<file path="src/hdl/lrd_pkg.sv">
// shared types, constants and phase codes for the layout record decoder
package lrd_pkg;

  localparam int unsigned MAX_DIM   = 4096;
  localparam int unsigned MAX_PANES = 16;
  localparam int unsigned TITLE_MAX = 64;

  localparam logic [1:0] KIND_HDR    = 2'd0;
  localparam logic [1:0] KIND_PANE   = 2'd1;
  localparam logic [1:0] KIND_TITLE  = 2'd2;
  localparam logic [1:0] KIND_STATUS = 2'd3;

  localparam logic [1:0] ST_OK    = 2'd0;
  localparam logic [1:0] ST_TRUNC = 2'd1;
  localparam logic [1:0] ST_PROTO = 2'd2;

  typedef enum logic [12:0] {
    PH_ROWS  = 13'b0000000000001,
    PH_COLS  = 13'b0000000000010,
    PH_GEN   = 13'b0000000000100,
    PH_COUNT = 13'b0000000001000,
    PH_ID    = 13'b0000000010000,
    PH_X     = 13'b0000000100000,
    PH_Y     = 13'b0000001000000,
    PH_PROWS = 13'b0000010000000,
    PH_PCOLS = 13'b0000100000000,
    PH_FOCUS = 13'b0001000000000,
    PH_TLEN  = 13'b0010000000000,
    PH_TITLE = 13'b0100000000000,
    PH_DONE  = 13'b1000000000000
  } phase_t;

  typedef struct packed {
    logic [7:0] msg_byte;
    logic       end_of_msg;
  } in_item_t;

  typedef struct packed {
    logic [1:0]  kind;
    logic [1:0]  status;
    logic [31:0] tag;
    logic [12:0] height;
    logic [12:0] width;
    logic [11:0] col_pos;
    logic [11:0] row_pos;
    logic        focused;
    logic [7:0]  count_or_byte;
    logic        last_out;
  } out_item_t;

  // up to three results per byte, packed into one queue entry
  typedef struct packed {
    logic [1:0] n;
    out_item_t  r0;
    out_item_t  r1;
    out_item_t  r2;
  } bundle_t;

  localparam int unsigned QDEPTH = 4;
  localparam int unsigned QAW    = 2;

  function automatic out_item_t status_item(input logic [1:0] st);
    out_item_t o;
    o = '0;
    o.kind = KIND_STATUS;
    o.status = st;
    return o;
  endfunction

endpackage

</file>
<file path="src/hdl/lrd_front.sv">
// front part: varint assembly, field checks and record formation, one byte a cycle unless b_full
module lrd_front (
  input  logic              clk,
  input  logic              rst_n,
  input  logic              in_valid,
  output logic              in_stall,
  input  lrd_pkg::in_item_t in_data,
  output logic              b_valid,
  input  logic              b_full,
  output lrd_pkg::bundle_t  b_data
);
  import lrd_pkg::*;

  phase_t      phase_r, phase_nxt;
  logic [63:0] accum_r, accum_nxt;
  logic [6:0]  shift_r, shift_nxt;
  logic [12:0] srows_r, srows_nxt, scols_r, scols_nxt;
  logic [4:0]  pleft_r, pleft_nxt;
  logic [63:0] tag_r, tag_nxt;
  logic [11:0] px_r, px_nxt, py_r, py_nxt;
  logic [12:0] prows_r, prows_nxt, pcols_r, pcols_nxt;
  logic        foc_r, foc_nxt;
  logic [5:0]  tlen_r, tlen_nxt;
  logic [5:0]  tleft_r, tleft_nxt;
  logic        perr_r, perr_nxt, disc_r, disc_nxt;

  logic        acc;
  logic [7:0]  b;
  logic [63:0] v;
  logic        vbig;
  logic [1:0]  err;
  logic        fin;
  out_item_t   res [3];
  logic [1:0]  n;

  assign in_stall = b_full;
  assign acc = in_valid & ~b_full;
  assign b = in_data.msg_byte;

  always_comb begin
    phase_nxt = phase_r; accum_nxt = accum_r; shift_nxt = shift_r;
    srows_nxt = srows_r; scols_nxt = scols_r; pleft_nxt = pleft_r;
    tag_nxt = tag_r; px_nxt = px_r; py_nxt = py_r;
    prows_nxt = prows_r; pcols_nxt = pcols_r; foc_nxt = foc_r;
    tlen_nxt = tlen_r; tleft_nxt = tleft_r; perr_nxt = perr_r; disc_nxt = disc_r;
    err = ST_OK; fin = 1'b0; n = 2'd0;
    res[0] = '0; res[1] = '0; res[2] = '0;
    v = accum_r | ({57'd0, b[6:0]} << shift_r);
    vbig = 1'b0;

    if (disc_r) begin
      if (in_data.end_of_msg) disc_nxt = 1'b0;
    end else begin
      unique case (phase_r)
        PH_DONE: err = ST_PROTO;
        PH_FOCUS: begin
          foc_nxt = (b != 8'd0);
          phase_nxt = PH_TLEN;
        end
        PH_TITLE: begin
          if (!perr_r) begin
            res[n].kind = KIND_TITLE;
            res[n].count_or_byte = b;
            n = n + 2'd1;
          end
          tleft_nxt = tleft_r - 6'd1;
          if (tleft_r == 6'd1) fin = 1'b1;
        end
        default: begin
          if (shift_r > 7'd63) begin
            err = ST_PROTO;
          end else if (b[7]) begin
            accum_nxt = v;
            shift_nxt = shift_r + 7'd7;
          end else begin
            accum_nxt = '0;
            shift_nxt = '0;
            vbig = |v[63:13];
            unique case (phase_r)
              PH_ROWS: begin
                if (vbig || v[12:0] > 13'(MAX_DIM)) err = ST_PROTO;
                else begin srows_nxt = v[12:0]; phase_nxt = PH_COLS; end
              end
              PH_COLS: begin
                if (vbig || v[12:0] > 13'(MAX_DIM)) err = ST_PROTO;
                else begin scols_nxt = v[12:0]; phase_nxt = PH_GEN; end
              end
              PH_GEN: begin
                tag_nxt = v;
                phase_nxt = PH_COUNT;
              end
              PH_COUNT: begin
                if (vbig || v[12:0] > 13'(MAX_PANES) || srows_r == 13'd0
                    || scols_r == 13'd0) begin
                  err = ST_PROTO;
                end else begin
                  res[n].kind = KIND_HDR;
                  res[n].tag = tag_r[31:0];
                  res[n].height = srows_r;
                  res[n].width = scols_r;
                  res[n].count_or_byte = v[7:0];
                  n = n + 2'd1;
                  pleft_nxt = v[4:0];
                  phase_nxt = (v[4:0] != 5'd0) ? PH_ID : PH_DONE;
                end
              end
              PH_ID: begin
                tag_nxt = v; px_nxt = '0; py_nxt = '0;
                prows_nxt = '0; pcols_nxt = '0; foc_nxt = 1'b0; tlen_nxt = '0;
                perr_nxt = 1'b0;
                phase_nxt = PH_X;
              end
              PH_X: begin
                if (vbig || {1'b0, v[12:0]} > {1'b0, scols_r} - 14'd1) err = ST_PROTO;
                else begin px_nxt = v[11:0]; phase_nxt = PH_Y; end
              end
              PH_Y: begin
                if (vbig || {1'b0, v[12:0]} > {1'b0, srows_r} - 14'd1) err = ST_PROTO;
                else begin py_nxt = v[11:0]; phase_nxt = PH_PROWS; end
              end
              PH_PROWS: begin
                if (vbig || v[12:0] > srows_r) err = ST_PROTO;
                else begin prows_nxt = v[12:0]; phase_nxt = PH_PCOLS; end
              end
              PH_PCOLS: begin
                if (vbig || v[12:0] > scols_r) err = ST_PROTO;
                else begin
                  pcols_nxt = v[12:0];
                  // misfit or empty pane, reported once the title is in
                  if ({2'b0, px_r} + {1'b0, v[12:0]} > {1'b0, scols_r}
                      || {2'b0, py_r} + {1'b0, prows_r} > {1'b0, srows_r}
                      || prows_r == 13'd0 || v[12:0] == 13'd0)
                    perr_nxt = 1'b1;
                  phase_nxt = PH_FOCUS;
                end
              end
              default: begin
                if (vbig || v[12:0] > 13'(TITLE_MAX - 1)) err = ST_PROTO;
                else begin
                  tlen_nxt = v[5:0];
                  if (v[5:0] == 6'd0) fin = 1'b1;
                  else begin tleft_nxt = v[5:0]; phase_nxt = PH_TITLE; end
                end
              end
            endcase
          end
        end
      endcase

      if (fin) begin
        if (perr_r || perr_nxt) err = ST_PROTO;
        else begin
          res[n].kind = KIND_PANE;
          res[n].tag = tag_r[31:0];
          res[n].height = prows_r;
          res[n].width = pcols_r;
          res[n].col_pos = px_r;
          res[n].row_pos = py_r;
          res[n].focused = foc_r;
          res[n].count_or_byte = {2'b0, tlen_nxt};
          n = n + 2'd1;
          pleft_nxt = pleft_r - 5'd1;
          phase_nxt = (pleft_r != 5'd1) ? PH_ID : PH_DONE;
        end
      end

      if (err != ST_OK) begin
        res[n] = status_item(err);
        n = n + 2'd1;
        disc_nxt = ~in_data.end_of_msg;
      end else if (in_data.end_of_msg) begin
        res[n] = status_item((phase_nxt == PH_DONE) ? ST_OK : ST_TRUNC);
        n = n + 2'd1;
      end
      if (n != 2'd0) res[n - 2'd1].last_out = 1'b1;
    end

    // every message end starts the next message from scratch
    if (in_data.end_of_msg) begin
      phase_nxt = PH_ROWS; accum_nxt = '0; shift_nxt = '0;
      srows_nxt = '0; scols_nxt = '0; pleft_nxt = '0; tag_nxt = '0;
      px_nxt = '0; py_nxt = '0; prows_nxt = '0; pcols_nxt = '0;
      foc_nxt = 1'b0; tlen_nxt = '0; tleft_nxt = '0; perr_nxt = 1'b0;
    end
  end

  assign b_valid = acc && (n != 2'd0);
  always_comb begin
    b_data.n = n;
    b_data.r0 = res[0];
    b_data.r1 = res[1];
    b_data.r2 = res[2];
  end

  always_ff @(posedge clk) begin
    if (!rst_n) begin
      phase_r <= PH_ROWS; accum_r <= '0; shift_r <= '0;
      srows_r <= '0; scols_r <= '0; pleft_r <= '0; tag_r <= '0;
      px_r <= '0; py_r <= '0; prows_r <= '0; pcols_r <= '0;
      foc_r <= 1'b0; tlen_r <= '0; tleft_r <= '0; perr_r <= 1'b0; disc_r <= 1'b0;
    end else if (acc) begin
      phase_r <= phase_nxt; accum_r <= accum_nxt; shift_r <= shift_nxt;
      srows_r <= srows_nxt; scols_r <= scols_nxt; pleft_r <= pleft_nxt;
      tag_r <= tag_nxt; px_r <= px_nxt; py_r <= py_nxt;
      prows_r <= prows_nxt; pcols_r <= pcols_nxt; foc_r <= foc_nxt;
      tlen_r <= tlen_nxt; tleft_r <= tleft_nxt; perr_r <= perr_nxt; disc_r <= disc_nxt;
    end
  end

endmodule

</file>
<file path="src/hdl/lrd_back.sv">
// back part: bundle queue and result serializer driving the outputs
module lrd_back (
  input  logic               clk,
  input  logic               rst_n,
  input  logic               b_valid,
  output logic               b_full,
  input  lrd_pkg::bundle_t   b_data,
  output logic               out_valid,
  input  logic               out_stall,
  output lrd_pkg::out_item_t out_data
);
  import lrd_pkg::*;

  bundle_t        q_r [QDEPTH];
  logic [QAW-1:0] wp_r, rp_r;
  logic [QAW:0]   cnt_r, cnt_nxt;
  logic [1:0]     idx_r, idx_nxt;
  bundle_t        head;
  logic           pop, push, take;

  assign head = q_r[rp_r];
  assign out_valid = (cnt_r != '0);
  always_comb begin
    case (idx_r)
      2'd0:    out_data = head.r0;
      2'd1:    out_data = head.r1;
      default: out_data = head.r2;
    endcase
  end

  assign take = out_valid & ~out_stall;
  assign pop = take && (idx_r + 2'd1 == head.n);
  assign b_full = (cnt_r == (QAW+1)'(QDEPTH));
  assign push = b_valid & ~b_full;
  assign cnt_nxt = cnt_r + (QAW+1)'(push) - (QAW+1)'(pop);
  assign idx_nxt = pop ? 2'd0 : (take ? idx_r + 2'd1 : idx_r);

  always_ff @(posedge clk) begin
    if (push) q_r[wp_r] <= b_data;
  end

  always_ff @(posedge clk) begin
    if (!rst_n) begin
      wp_r <= '0; rp_r <= '0; cnt_r <= '0; idx_r <= '0;
    end else begin
      if (push) wp_r <= wp_r + 1'b1;
      if (pop) rp_r <= rp_r + 1'b1;
      cnt_r <= cnt_nxt;
      idx_r <= idx_nxt;
    end
  end

endmodule

</file>
<file path="src/hdl/layout_record_decoder_unit.sv">
// Layout record decoder: takes one message byte per cycle (LEB128 varint fields)
// and emits header, pane, title-byte and status records. A byte is taken every
// cycle while the four-entry result queue has room; each byte yields up to three
// results, which leave at one per cycle while the output is not stalled, so a byte
// that yields several holds its queue entry until all have left. The results of an
// accepted byte are written into the result queue and presented from its head.
module layout_record_decoder_unit (
  input  logic               clk,
  input  logic               rst_n,
  input  logic               in_valid,
  output logic               in_stall,
  input  lrd_pkg::in_item_t  in_data,
  output logic               out_valid,
  input  logic               out_stall,
  output lrd_pkg::out_item_t out_data
);
  import lrd_pkg::*;

  logic    b_valid, b_full;
  bundle_t b_data;

  lrd_front u_front (
    .clk, .rst_n, .in_valid, .in_stall, .in_data,
    .b_valid, .b_full, .b_data
  );

  lrd_back u_back (
    .clk, .rst_n, .b_valid, .b_full, .b_data,
    .out_valid, .out_stall, .out_data
  );

  // a stalled result request must not vanish
  a_hold: assert property (@(posedge clk) disable iff (!rst_n)
    out_valid && out_stall |=> out_valid)
    else $error("result dropped while stalled");

  // front stalls exactly when the queue is full
  a_stall: assert property (@(posedge clk) disable iff (!rst_n)
    in_stall == b_full)
    else $error("input stall mismatch");

  // status items always carry last_out
  a_last: assert property (@(posedge clk) disable iff (!rst_n)
    out_valid && out_data.kind == KIND_STATUS |-> out_data.last_out)
    else $error("status without last_out");

endmodule
</file>
<file path="config.mk">
export PLATFORM = sky130hd
export DESIGN_NAME = layout_record_decoder_unit
export DESIGN_NICKNAME = d
export VERILOG_FILES = /design/src/hdl/lrd_pkg.sv /design/src/hdl/lrd_front.sv /design/src/hdl/lrd_back.sv /design/src/hdl/layout_record_decoder_unit.sv
export SDC_FILE = /design/constraint.sdc
export NUM_CORES = 1
export LEC_CHECK = 0
export ABC_AREA = 1
export BUFFER_PORTS_ARGS = -buffer_cell sky130_fd_sc_hd__buf_2
export CAP_MARGIN = 5
export CORE_MARGIN = 2
export CORE_UTILIZATION = 43
export CTS_BUF_LIST = sky130_fd_sc_hd__clkbuf_8
export CTS_CLUSTER_DIAMETER = 120
export DETAILED_ROUTE_END_ITERATION = 12
export PLACE_DENSITY_LB_ADDON = 0.12
export SKIP_CTS_REPAIR_TIMING = 1
export SYNTH_ARGS = -nofsm -noshare
export SYNTH_HDL_FRONTEND = slang
export SYNTH_HIERARCHICAL = 1
export SYNTH_SLANG_ARGS = --single-unit
</file>
<file path="constraint.sdc">
create_clock -name clk -period 29.9 [get_ports clk]
set_clock_uncertainty 0.2 [all_clocks]
set_input_delay 4.485 -clock clk [delete_from_list [all_inputs] [get_ports clk]]
set_output_delay 4.485 -clock clk [all_outputs]
set_load 0.005 [all_outputs]
</file>
==> impl_metrics.csv <==
group,metric,value,unit
yosys,synth_compound_area_frac,0.127,
die,dieArea,147000,um2
die,row_count,139,
die,die_w,384,um
worst_setup_path,cp_common_cell,"nor2_1",
grt,grt_max_degree,214,
placement,preCtsSetupSlack,14.40,ns
yosys,synth_common_cells,"edfxtp_1, nor2_1, nand2_1, o21ai_0, inv_1",
drt,drt-pass1-iter-count,7,
drt,drc_errors,0,
yosys,synth_xor_area_frac,0.00677,
cts,clk_path_buf_depth,3,
sta,rsz0062_at_grt,"no",
worst_setup_path,cpLargestDelayFamily,"simple AND/OR/NAND/NOR gates",
sta,setup_ws,15.39,ns
grt,grt_overflow,0,
yosys,synth_area_per_cell,10.5,um2
placement,place_congestion,0.949,
yosys,synth_top_area_share,0.561,
worst_setup_path,slowest_stage,"nor2_4",
die,core-area,143000,um2
sta,fin_crit,14.51,ns
sta,setup_viol,0,
cts,cts_tree,"yes",
final_layout,fin_area,68100,um2
worst_setup_path,cp_num_buf_inv,11,
sta,fmax,68.9,MHz
pwr,total_leakage_power,24.7,nW
yosys,synth-simple-area-share,0.148,
status,status,"completed",
die,pin_count,111,
final_layout,nNetsFinal,6123,
drt,ant_nets,0,
yosys,synth_top_area_cell,"edfxtp_1",
cts,clk_latency,0.98,ns
final_layout,utilization,0.474,
grt,track_usage,0.245,
yosys,synth_area_leaders,"edfxtp_1, dfxtp_1, nor2_1",
worst_setup_path,crit_path_start_kind,"primary input",
drt,routedWlPerCell,22.6,um
sta,maxSlewHeadroom,0.141,
sta,drv_slew,0,
drt,drt-initial-drc-count,4000,
sta,final.setup.tns,0,ns
worst_setup_path,cp.arrival,14.90,ns
placement,portBuffers,110,
yosys,synthCells,5926,
final_layout,n_fill_cell,13407,
grt,antenna_found_initial,11,
sta,fin_crit_sh,0.485,
worst_setup_path,worstSetupPathType,"primary input to flip-flop",
yosys,async_flop_share,0,
flow_run,cap_viol_max_count,0,
cts,clock_sink_count,1383,
yosys,ys_seq_area_frac,0.633,
drt,finalWirelength,183,mm
final_layout,seq_area,39300,um2
grt,grt_pass1_wl,272,mm
yosys,synth_cell_types,55,
yosys,synth-edff-count,1160,
drt,vias,44766,
placement,dpl_cell_area,63700,um2
sta,hold_slack,0.254,ns
hold_path,hp-class,"flip-flop to flip-flop",
sta,worstMarginPinSlew,1.29,ns
yosys,synthAdderAreaFrac,0.0264,
final_layout,drive_gt1_frac,0.0970,
placement,dp_hpwl,108,mm
drt,via_per_inst,5.55,
worst_setup_path,max_stage_delay,0.88,ns
yosys,synth.most_common_cell,"edfxtp_1",
cts,cts_buffers,228,
final_layout,syn_to_final_growth,9.65,%
die,start_util,0.433,
yosys,synth_top_family_by_area,"simple AND/OR/NAND/NOR gates",
pwr,powerDensity,84.1,nW/um2
pwr,vdd_ir_drop_max,0.0000644,V
worst_setup_path,end_kind,"flip-flop",
grt,grt_pass1_vias,42836,
cts,root_buffer,"clkbuf_8",
sta,hold_viol_final,0,
yosys,synth-main-ff-cell,"edfxtp_1",
yosys,synth_area,62100,um2
yosys,muxShareOfSynthArea,0,
final_layout,multi_input_area,19600,um2
cts,clk_pin_slew_worst_paths,0.06,ns
die,die_h,384,um
yosys,yosysWarnings,6,
worst_setup_path,crit_fanout,61,
worst_setup_path,cp.required,30.29,ns
yosys,synth_seq_cells,1383,
cts,htree_levels,4,
## power breakdown
group	internal [mW]	total, mW	leakage, nW	switching, mW
clock	0.797	1.57	2.54	0.771
sequential	2.39	2.47	12.6	0.0816
combinational	0.458	1.69	9.54	1.23
## through the flow
step           power, mW  std cells
3_3_place_gp        4.19       7654
5_1_grt             6.04       8070
2_1_floorplan       3.64       6018
4_1_cts             5.77       8068
6_report            5.73       8073
3_5_place_dp        4.19       7654
## cells in the final DEF, fill, tap and decap left out, types with 20 or more instances in the layout
cell	instances
o22ai_1	291
o21ai_0	671
buf_4	56
clkbuf_8	243
buf_2	110
nand3_1	273
xor2_1	36
inv_1	427
nor2_1	909
clkinv_1	38
nand4_1	50
edfxtp_1	1160
nor3_1	45
conb_1	93
a211oi_1	74
nand2_1	743
inv_2	22
dfxtp_1	221
ha_1	124
nor3_2	46
a21oi_1	283
o211ai_1	20
## tightest hold or removal path, cell delays in order (launching register included)
cell and delay [ns]:
dfxtp_1 0.30, inv_1 0.06, a21oi_1 0.05
## final cells by class
| type | instances | share of cell area |
|---|---|---|
| diodes | 5 | 0.000184 |
| clock buffers | 243 | 0.0491 |
| clock inverters | 171 | 0.0140 |
| inverters | 357 | 0.0199 |
| multi-input cells | 3838 | 0.288 |
| flip-flops and latches | 1383 | 0.578 |
| well taps | 1903 | 0.0350 |
| repair buffers | 173 | 0.0163 |
## cell families after synthesis
group | after synthesis
other | 1
buffers and inverters | 797
XOR/XNOR | 48
AO/OA/AOI/OAI | 1419
flip-flops | 1383
adder cells (fa/ha/maj) | 129
AND/OR/NAND/NOR | 2149
## state kept, by name, summed over array words and instances, names as in the netlist, 7 cells and up, named ones only
signal,cells
u_front/py_r,12
u_front/srows_r,13
u_front/px_r,12
u_front/prows_r,13
u_front/tag_r,32
u_front/phase_r,13
u_front/pcols_r,13
u_front/scols_r,13
u_back/q_r,1160
u_front/shift_r,7
u_front/accum_r,64
## path summary, 6_finish.rpt
| check | cells past startpoint | start | slack [ns] | endpoint |
|---|---|---|---|---|
| hold reg to reg | 2 | u_front/accum_r[48] | 0.25 | u_front/accum_r[48] |
| hold / removal | 2 | u_front/accum_r[48] | 0.25 | u_front/accum_r[48] |
| setup / recovery | 48 | in_data[1] | 15.39 | u_back/q_r[0][110] |
| setup reg to reg | 44 | u_front/shift_r[1] | 18.20 | u_back/q_r[0][110] |
## routing by layer
layer  part of all wire  wire [um]  track usage
met1               0.45      81400        0.344
met2               0.46      83700        0.378
met3              0.066      12000       0.0469
met4              0.030       5460       0.0864
met5            0.00028         51            0
Power figures use the tool's default switching activity.
